File: src/sv/scsimb_pkg.sv
// Package: word types, register offsets, command codes and helpers for the mailbox registers
package scsimb_pkg;

	localparam int REG_WINDOW = 96;
	localparam int OFF_W      = $clog2(REG_WINDOW);

	localparam logic [11:0] WIN_BASE = 12'hc80;

	localparam logic [OFF_W-1:0] OFF_INTDEF = OFF_W'(8'h42);
	localparam logic [OFF_W-1:0] OFF_MBO    = OFF_W'(8'h50);
	localparam logic [OFF_W-1:0] OFF_ATTN   = OFF_W'(8'h54);
	localparam logic [OFF_W-1:0] OFF_CTRL   = OFF_W'(8'h55);
	localparam logic [OFF_W-1:0] OFF_INTST  = OFF_W'(8'h56);
	localparam logic [OFF_W-1:0] OFF_STAT   = OFF_W'(8'h57);
	localparam logic [OFF_W-1:0] OFF_MBI    = OFF_W'(8'h58);
	localparam logic [OFF_W-1:0] OFF_READY  = OFF_W'(8'h5c);

	localparam logic [1:0] OP_READ  = 2'd0;
	localparam logic [1:0] OP_WRITE = 2'd1;
	localparam logic [1:0] OP_DONE  = 2'd2;

	localparam logic [2:0] ST_MBFREE = 3'b100;
	localparam logic [2:0] ST_INTPND = 3'b010;
	localparam logic [2:0] ST_BUSY   = 3'b001;

	localparam logic [3:0] ATT_IMMED = 4'h1;
	localparam logic [3:0] ATT_START = 4'h4;
	localparam logic [3:0] ATT_ABORT = 4'h5;

	localparam int CT_RESET = 7;
	localparam int CT_ICLR  = 6;
	localparam int CT_READY = 5;

	localparam logic [7:0] CODE_GOOD  = 8'h10;
	localparam logic [7:0] CODE_IMMED = 8'ha0;
	localparam logic [7:0] CODE_ERROR = 8'hc0;

	localparam logic CFG_SLOT_ID = 1'b0;

	typedef struct packed {
		logic [1:0]  operation;
		logic [11:0] port_address;
		logic [7:0]  write_data;
		logic        completion_ok;
	} in_t;

	typedef struct packed {
		logic [7:0]  read_data;
		logic        irq_asserted;
		logic [3:0]  irq_number;
		logic        start_request;
		logic [31:0] start_address;
		logic [3:0]  start_target;
	} out_t;

	typedef struct packed {
		logic             en;
		logic [OFF_W-1:0] addr;
		logic [7:0]       data;
	} wr_t;

	function automatic logic win_hit(input logic [11:0] port);
		logic [12:0] diff;
		diff = {1'b0, port} - {1'b0, WIN_BASE};
		return !diff[12] && (diff < 13'(REG_WINDOW));
	endfunction

	function automatic logic [OFF_W-1:0] win_off(input logic [11:0] port);
		logic [11:0] diff;
		diff = port - WIN_BASE;
		return diff[OFF_W-1:0];
	endfunction

	function automatic logic [3:0] irq_lookup(input logic [2:0] sel);
		logic [3:0] irq;
		unique case (sel)
			3'd0: irq = 4'd9;
			3'd1: irq = 4'd10;
			3'd2: irq = 4'd11;
			3'd3: irq = 4'd12;
			3'd4: irq = 4'd0;
			3'd5: irq = 4'd14;
			3'd6: irq = 4'd15;
			3'd7: irq = 4'd0;
			default: irq = 4'd0;
		endcase
		return irq;
	endfunction

endpackage

File: src/sv/scsimb_ram.sv
// Generic single-port-write, single-port-read RAM with registered read data
module scsimb_ram #(
	parameter int WIDTH = 8,
	parameter int DEPTH = 96
) (
	input  logic                     clk,
	input  logic                     we,
	input  logic [$clog2(DEPTH)-1:0] waddr,
	input  logic [WIDTH-1:0]         wdata,
	input  logic                     re,
	input  logic [$clog2(DEPTH)-1:0] raddr,
	output logic [WIDTH-1:0]         rdata
);

	logic [WIDTH-1:0] mem_q [DEPTH];

	always_ff @(posedge clk) begin
		if (we) begin
			mem_q[waddr] <= wdata;
		end
		if (re) begin
			rdata <= mem_q[raddr];
		end
	end

endmodule

File: src/sv/scsimb_regs.sv
// Mailbox, status, attention and interrupt registers with the per-word update logic
module scsimb_regs (
	input  logic                 clk,
	input  logic                 arst_n,
	input  logic                 commit,
	input  scsimb_pkg::in_t      item,
	input  logic [7:0]           ram_byte,
	input  logic [31:0]          slot_id,
	output scsimb_pkg::out_t     result,
	output scsimb_pkg::wr_t      wr
);
	import scsimb_pkg::*;

	logic [31:0] mbo_q, mbo_d;
	logic [31:0] mbi_q, mbi_d;
	logic [2:0]  stat_q, stat_d;
	logic [7:0]  intst_q, intst_d;
	logic        ready_q, ready_d;
	logic [7:0]  attn_q, attn_d;
	logic [31:0] paddr_q, paddr_d;
	logic [3:0]  ptgt_q, ptgt_d;
	logic        irq_q, irq_d;
	logic [3:0]  isel_q, isel_d;

	logic             hit;
	logic [OFF_W-1:0] off;
	logic [7:0]       val;

	assign hit = win_hit(item.port_address);
	assign off = win_off(item.port_address);
	assign val = item.write_data;

	always_comb begin
		mbo_d   = mbo_q;
		mbi_d   = mbi_q;
		stat_d  = stat_q;
		intst_d = intst_q;
		ready_d = ready_q;
		attn_d  = attn_q;
		paddr_d = paddr_q;
		ptgt_d  = ptgt_q;
		irq_d   = irq_q;
		isel_d  = isel_q;
		wr      = '0;
		result  = '0;

		unique case (item.operation)
			OP_READ: begin
				if (!hit) begin
					result.read_data = 8'hff;
				end else if (off[OFF_W-1:2] == '0) begin
					result.read_data = slot_id[8*off[1:0] +: 8];
				end else if (off[OFF_W-1:2] == OFF_MBO[OFF_W-1:2]) begin
					result.read_data = mbo_q[8*off[1:0] +: 8];
				end else if (off[OFF_W-1:2] == OFF_MBI[OFF_W-1:2]) begin
					result.read_data = mbi_q[8*off[1:0] +: 8];
				end else if (off == OFF_STAT) begin
					result.read_data = {5'b0, stat_q};
				end else if (off == OFF_INTST) begin
					result.read_data = intst_q;
				end else if (off == OFF_READY) begin
					result.read_data = {7'b0, ready_q};
				end else if (off == OFF_ATTN) begin
					result.read_data = attn_q;
				end else begin
					result.read_data = ram_byte;
				end
			end
			OP_WRITE: begin
				if (!hit) begin
					// outside the window: nothing
				end else if (off[OFF_W-1:2] == OFF_MBO[OFF_W-1:2]) begin
					mbo_d[8*off[1:0] +: 8] = val;
					if (off[1:0] == 2'd3) begin
						stat_d = stat_d & ~ST_MBFREE;
					end
				end else if (off == OFF_ATTN) begin
					attn_d = val;
					if (val[7:4] == ATT_START) begin
						paddr_d               = mbo_q;
						ptgt_d                = val[3:0];
						stat_d                = stat_d | ST_BUSY;
						result.start_request  = 1'b1;
						result.start_address  = mbo_q;
						result.start_target   = val[3:0];
					end else if (val[7:4] == ATT_ABORT || val[7:4] == ATT_IMMED) begin
						mbi_d   = mbo_q;
						intst_d = (val[7:4] == ATT_ABORT) ? CODE_GOOD : CODE_IMMED;
						stat_d  = stat_d | ST_INTPND | ST_MBFREE;
						if (isel_q != '0) begin
							irq_d = 1'b1;
						end
					end
				end else if (off == OFF_CTRL) begin
					if (val[CT_RESET]) begin
						mbo_d   = '0;
						mbi_d   = '0;
						intst_d = '0;
						stat_d  = ST_MBFREE;
						ready_d = 1'b0;
						attn_d  = '0;
						paddr_d = '0;
						if (isel_q != '0) begin
							irq_d = 1'b0;
						end
					end
					if (val[CT_ICLR]) begin
						stat_d  = stat_d & ~ST_INTPND;
						intst_d = '0;
						if (isel_q != '0) begin
							irq_d = 1'b0;
						end
					end
					if (val[CT_READY]) begin
						ready_d = 1'b1;
					end
				end else if (off[OFF_W-1:2] == '0 || off == OFF_STAT || off == OFF_INTST
						|| off == OFF_READY) begin
					// read-only
				end else begin
					wr.en   = 1'b1;
					wr.addr = off;
					wr.data = val;
					if (off == OFF_INTDEF) begin
						isel_d = irq_lookup(val[2:0]);
					end
				end
			end
			OP_DONE: begin
				stat_d = (stat_q & ~ST_BUSY) | ST_MBFREE;
				if (stat_q[0]) begin
					mbi_d   = paddr_q;
					intst_d = item.completion_ok ? CODE_GOOD : CODE_ERROR;
					stat_d  = stat_d | ST_INTPND;
					if (isel_q != '0) begin
						irq_d = 1'b1;
					end
				end
			end
			default: begin
			end
		endcase

		result.irq_asserted = irq_d;
		result.irq_number   = isel_d;
	end

	always_ff @(posedge clk or negedge arst_n) begin
		if (!arst_n) begin
			mbo_q   <= '0;
			mbi_q   <= '0;
			stat_q  <= ST_MBFREE;
			intst_q <= '0;
			ready_q <= 1'b0;
			attn_q  <= '0;
			paddr_q <= '0;
			ptgt_q  <= '0;
			irq_q   <= 1'b0;
			isel_q  <= '0;
		end else if (commit) begin
			mbo_q   <= mbo_d;
			mbi_q   <= mbi_d;
			stat_q  <= stat_d;
			intst_q <= intst_d;
			ready_q <= ready_d;
			attn_q  <= attn_d;
			paddr_q <= paddr_d;
			ptgt_q  <= ptgt_d;
			irq_q   <= irq_d;
			isel_q  <= isel_d;
		end
	end

endmodule

File: src/sv/scsi_host_adapter_mailbox_registers_top.sv
// Top level: word pipeline, byte store, output register and configuration port
//
// Host-side register block of a bus-mastering SCSI adapter.
// in_word carries one byte read, byte write or command completion; each word
// accepted on in_valid/in_stall gives exactly one out_word on out_valid/out_stall.
// out_valid rises once the word has passed the read stage: the accepting edge issues the byte-store
// read (a synchronous RAM), and the commit edge updates the registers into the output register.
// Throughput is one word per cycle while out_stall is low; a write to the byte store forwards to a read
// of the same byte that follows it directly.
// When out_stall is high the result holds in the output register; one more word
// can sit in the read stage, after which in_stall rises until the result is taken.
// The slot identifier is written through the APB port where paddr[2] is low and read back
// there; it should only be changed while no word is in flight.
// Reset (arst_n low) clears the mailbox registers, the pipeline and the per-byte valid
// flags, so every byte of the store reads as zero until written; the store needs
// no clearing pass and words are taken from the first cycle after reset.
module scsi_host_adapter_mailbox_registers_top (
	input  logic              clk,
	input  logic              arst_n,
	input  logic              in_valid,
	output logic              in_stall,
	input  scsimb_pkg::in_t   in_word,
	output logic              out_valid,
	input  logic              out_stall,
	output scsimb_pkg::out_t  out_word,
	input  logic              psel,
	input  logic              penable,
	input  logic              pwrite,
	input  logic [2:0]        paddr,
	input  logic [31:0]       pwdata,
	output logic [31:0]       prdata,
	output logic              pready
);
	import scsimb_pkg::*;

	logic [31:0]           slot_q;
	logic [REG_WINDOW-1:0] valid_q;

	logic             valid_s1;
	in_t              item_s1;
	logic             fwd_s1;
	logic [7:0]       fdata_s1;
	logic             vld_s1;

	logic             out_valid_q;
	out_t             out_word_q;

	logic             adv;
	logic             commit;
	logic             acc;
	logic [OFF_W-1:0] raddr;
	logic [7:0]       ram_rdata;
	logic [7:0]       ram_byte;
	out_t             result;
	wr_t              wr;

	assign pready = 1'b1;
	assign prdata = (paddr[2] == CFG_SLOT_ID) ? slot_q : 32'h0;

	always_ff @(posedge clk or negedge arst_n) begin
		if (!arst_n) begin
			slot_q <= '0;
		end else if (psel && penable && pwrite && paddr[2] == CFG_SLOT_ID) begin
			slot_q <= pwdata;
		end
	end

	assign adv      = !out_valid_q || !out_stall;
	assign commit   = valid_s1 && adv;
	assign in_stall = valid_s1 && !adv;
	assign acc      = in_valid && !in_stall;
	assign raddr    = win_hit(in_word.port_address) ? win_off(in_word.port_address) : '0;

	scsimb_ram #(
		.WIDTH(8),
		.DEPTH(REG_WINDOW)
	) u_bytes (
		.clk  (clk),
		.we   (commit && wr.en),
		.waddr(wr.addr),
		.wdata(wr.data),
		.re   (acc),
		.raddr(raddr),
		.rdata(ram_rdata)
	);

	always_ff @(posedge clk or negedge arst_n) begin
		if (!arst_n) begin
			valid_q <= '0;
		end else if (commit && wr.en) begin
			valid_q[wr.addr] <= 1'b1;
		end
	end

	// read stage
	always_ff @(posedge clk or negedge arst_n) begin
		if (!arst_n) begin
			valid_s1 <= 1'b0;
		end else if (adv || !valid_s1) begin
			valid_s1 <= acc;
		end
	end

	always_ff @(posedge clk) begin
		if (acc) begin
			item_s1  <= in_word;
			fwd_s1   <= commit && wr.en && (wr.addr == raddr);
			fdata_s1 <= wr.data;
			vld_s1   <= valid_q[raddr];
		end
	end

	assign ram_byte = fwd_s1 ? fdata_s1 : (vld_s1 ? ram_rdata : 8'h00);

	scsimb_regs u_regs (
		.clk     (clk),
		.arst_n  (arst_n),
		.commit  (commit),
		.item    (item_s1),
		.ram_byte(ram_byte),
		.slot_id (slot_q),
		.result  (result),
		.wr      (wr)
	);

	// output register
	always_ff @(posedge clk or negedge arst_n) begin
		if (!arst_n) begin
			out_valid_q <= 1'b0;
		end else if (commit) begin
			out_valid_q <= 1'b1;
		end else if (!out_stall) begin
			out_valid_q <= 1'b0;
		end
	end

	always_ff @(posedge clk) begin
		if (commit) begin
			out_word_q <= result;
		end
	end

	assign out_valid = out_valid_q;
	assign out_word  = out_word_q;

endmodule
File: config.mk
export PLATFORM = sky130hd
export DESIGN_NAME = scsi_host_adapter_mailbox_registers_top
export DESIGN_NICKNAME = d
export VERILOG_FILES = /design/src/sv/scsimb_pkg.sv /design/src/sv/scsimb_ram.sv /design/src/sv/scsimb_regs.sv /design/src/sv/scsi_host_adapter_mailbox_registers_top.sv
export SDC_FILE = /design/constraint.sdc
export NUM_CORES = 2
export LEC_CHECK = 0
export BUFFER_PORTS_ARGS = -buffer_cell sky130_fd_sc_hd__buf_2
export CAP_MARGIN = 25
export CELL_PAD_IN_SITES_DETAIL_PLACEMENT = 0
export CELL_PAD_IN_SITES_GLOBAL_PLACEMENT = 1
export CORE_MARGIN = 2
export CORE_UTILIZATION = 40
export CTS_BUF_LIST = sky130_fd_sc_hd__clkbuf_4 sky130_fd_sc_hd__clkbuf_8 sky130_fd_sc_hd__clkbuf_16
export DETAILED_ROUTE_END_ITERATION = 8
export PLACE_DENSITY = 0.63
export SYNTH_ARGS = -nofsm -noshare
export SYNTH_HDL_FRONTEND = slang
export SYNTH_HIERARCHICAL = 1
export SYNTH_SLANG_ARGS = --single-unit
export TNS_END_PERCENT = 10
File: constraint.sdc
create_clock -name clk -period 6.15 [get_ports clk]
set_clock_uncertainty 0.2 [all_clocks]
set_input_delay 0.9225 -clock clk [delete_from_list [all_inputs] [get_ports clk]]
set_output_delay 0.9225 -clock clk [all_outputs]
set_load 0.05 [all_outputs]
==> results.cfg <==
[run_status]
outcome = complete, no violations

[placement]
place_ws_ns = 1.054
port_buffers = 146
dp_cells = 4354
dpl.hpwl_um = 76910
dpl_cell_area_um2 = 48780
gp_routability_congestion = 0.8842

[timing]
fmax_mhz = 199.5
rsz0062_at_grt = false
setup-tns-final_ns = 0
min_period_over_period_pct = 81.51
maxSlewHeadroom_pct = 24.37
fin_crit_ns = 5.013
fin_ws_ns = 1.137
setup_viol = 0
slew_violations = 0
finalHoldViolations = 0
worstMarginPinSlew_ns = 1.126

[clocking]
cts-buffers-inserted = 114
cts.htree.levels = 3
cts_setup_buffers = 0
root_buffer = clkbuf_16
ctsHoldBuffers = 0
insertion_delay_ns = 0.70
clkTransAtPathRegs_ns = 0.06
clockBufferDepth = 3
cts_tree = yes
post_cts_resize_count = 0
clock_sinks = 1106

[finish]
drive_above_1_share_pct = 27.18
layout.cells.non_filler = 4567
syn2layout_area_growth_pct = 14.89
final_util_pct = 46.17
postLayoutCellArea_um2 = 52650
fin_nets = 3041

[grt]
grt_pass1_vias = 26120
antenna_found_initial = 1
grt_first_pass_wirelength_um = 174100
gr-total-overflow = 0
grt_max_degree = 129
globalRouteTotalUtil_pct = 19.93

[power]
power.leakage_nw = 16.85
cellPowerDensity_nw_per_um2 = 297.6
ir_drop_mv = 0.2217

[drt]
vias = 25600
wirelength_um = 117900
viasPerCell = 5.606
ant_nets = 0
drt_iter0_markers = 2543
wl_per_cell_um = 25.82
drc = 0
drtPass1Iterations = 6

[synth]
synth_top_area_share_pct = 56.29
synth.most_common_cell = edfxtp_1
synth_top_flop_cell = edfxtp_1
syn_inst = 2725
syn_nets = 2803
syn-cell-area_um2 = 45830
async_flop_share_pct = 22.33
yosysWarnings = 6
synth_top_cell_by_area = edfxtp_1
synth-edff-count = 859
yosys-top-cells-count = edfxtp_1, dfrtp_1, mux4_2
seq_area_frac_synth_pct = 69.78
syn_avg_cell_area_um2 = 16.82
ys_ff_latch = 1106
synthTopCellsByArea = edfxtp_1, dfrtp_1, mux4_2
synth_cell_type_count = 90

[setup_path]
slowest_delay_ns = 0.85
critical_path_class = reg2reg
crit_slowest_cell = edfxtp_1
worstPathArrival_ns = 5.13
end_kind = flop
start_kind = flop
critical_path_required_ns = 6.26
cp_common_cell = inv_1
cp_max_fo = 16
critical_path.cell_chain = inv_1, ha_1, inv_1, o21ai_0, a311oi_2, buf_4, and2_1, nor2b_1, nand3_1, nor2_1

[worst_hold_path]
hp-class = in2async

[die]
fp.dieH_um = 342.5
io_pins = 150
fp.dieW_um = 342.5
dieArea_um2 = 117300
core_area_um2 = 114000
start_util_pct = 40.19
rows = 124

[run]
drv_cap = 0
==> routing by layer <==
layer	up-vias	global-route usage [%]	routed length (um)
li1	11170	-	-
met1	13390	27.13	49990
met2	875	33.32	57940
met3	172	3.079	7175
met4	0	5.546	2799
met5	-	0	0
==> through the flow <==
step / total power [mW] / hold WS, ns
after floorplan: 8.751 / 0.2193
after global placement: 8.985 / 0.2329
after detailed placement: 8.993 / 0.2357
after CTS: 15.84 / 0.1435
after global routing: 16.17 / 0.1783
final: 15.67 / 0.1345
==> power breakdown <==
| part | internal (mW) | switching, mW | leakage (nW) |
|---|---|---|---|
| combinational | 0.214 | 0.458 | 5.21 |
| sequential | 8.09 | 0.0740 | 9.78 |
| clock | 4.02 | 2.81 | 1.87 |
| total | 12.3 | 3.35 | 16.9 |
==> layout make-up <==
type / count / area [um^2]
Timing Repair Buffer: 281 / 1919
Clock inverter: 47 / 455.4
Inverter: 55 / 221.5
Clock buffer: 160 / 3301
Fill cell: 9803 / 61380
Sequential cell: 1106 / 31980
Tap cell: 1512 / 1892
Multi-Input combinational cell: 1405 / 12880
Antenna cell: 1 / 2.502
==> worst max-delay path: cells and delay by family, from the launching register on <==
kind / cells / cell delay, ns
buffers and inverters: 3 / 0.66
flip-flops: 1 / 0.85
AO/OA/AOI/OAI: 2 / 0.45
adder cells (fa/ha/maj): 1 / 0.42
AND/OR/NAND/NOR: 4 / 2.04
==> path summary, 6_finish.rpt <==
check	from	to	depth (start not counted)	slack (ns)
hold reg to reg	valid_q[84]	valid_q[84]	1	0.25
hold / removal	arst_n	valid_q[1]	1	0.13
setup reg to reg	item_s1[10]	u_bytes/mem_q[93][1]	10	1.14
min in group clk	in_word[2]	item_s1[2]	1	0.21
setup / recovery	item_s1[10]	u_bytes/mem_q[93][1]	10	1.14
max in group asynchronous	arst_n	u_regs/paddr_q[21]	2	4.28
==> cell usage in the layout, fill, tap and decap left out, types with 30 or more instances in the layout <==
| cell | synthesis | layout |
|---|---|---|
| o21bai_1 | 65 | 65 |
| edfxtp_1 | 859 | 859 |
| dfrtp_1 | 246 | 246 |
| nand2_1 | 183 | 183 |
| nor2_1 | 144 | 144 |
| buf_4 | 23 | 122 |
| a21o_1 | 32 | 32 |
| mux2_2 | 82 | 82 |
| mux2i_1 | 80 | 80 |
| nor2b_1 | 54 | 54 |
| o22ai_1 | 40 | 40 |
| clkbuf_16 | 0 | 117 |
| clkbuf_4 | 1 | 36 |
| mux4_2 | 231 | 231 |
| o21ai_0 | 104 | 104 |
| buf_2 | 26 | 146 |
| and2_1 | 32 | 30 |
| inv_1 | 52 | 50 |
| nor3_1 | 32 | 31 |
==> state kept, by name, indices dropped and copies added (netlist names) <==
| signal | cells |
|---|---|
| item_s1 | 23 |
| u_bytes/mem_q | 768 |
| u_regs/intst_q | 4 |
| valid_s1 | 1 |
| u_regs/isel_q | 4 |
| out_valid | 1 |
| fdata_s1 | 8 |
| u_regs/mbo_q | 32 |
| u_regs/mbi_q | 32 |
| out_word | 50 |
| u_regs/ready_q | 1 |
| slot_q | 32 |
| valid_q | 96 |
| fwd_s1 | 1 |
| u_regs/attn_q | 8 |
| u_regs/stat_q | 3 |
| u_regs/paddr_q | 32 |
| vld_s1 | 1 |
| u_bytes/rdata | 8 |
| u_regs/irq_q | 1 |
==> cell families (layout without fill, tap and decap cells) <==
logic type      count (synthesis)  count (layout)  synth area share (%)
flops                        1106            1106                 69.78
simple gates                  586             586                 6.329
compound gates                403             403                 6.058
mux                           395             395                 15.16
buf+inv                       214             543                 2.176
fa+ha+maj                      13              13                0.3549
xor+xnor                        7               7                0.1338
other cells                     1               2              0.008183
(Power assumes the default switching activity.)
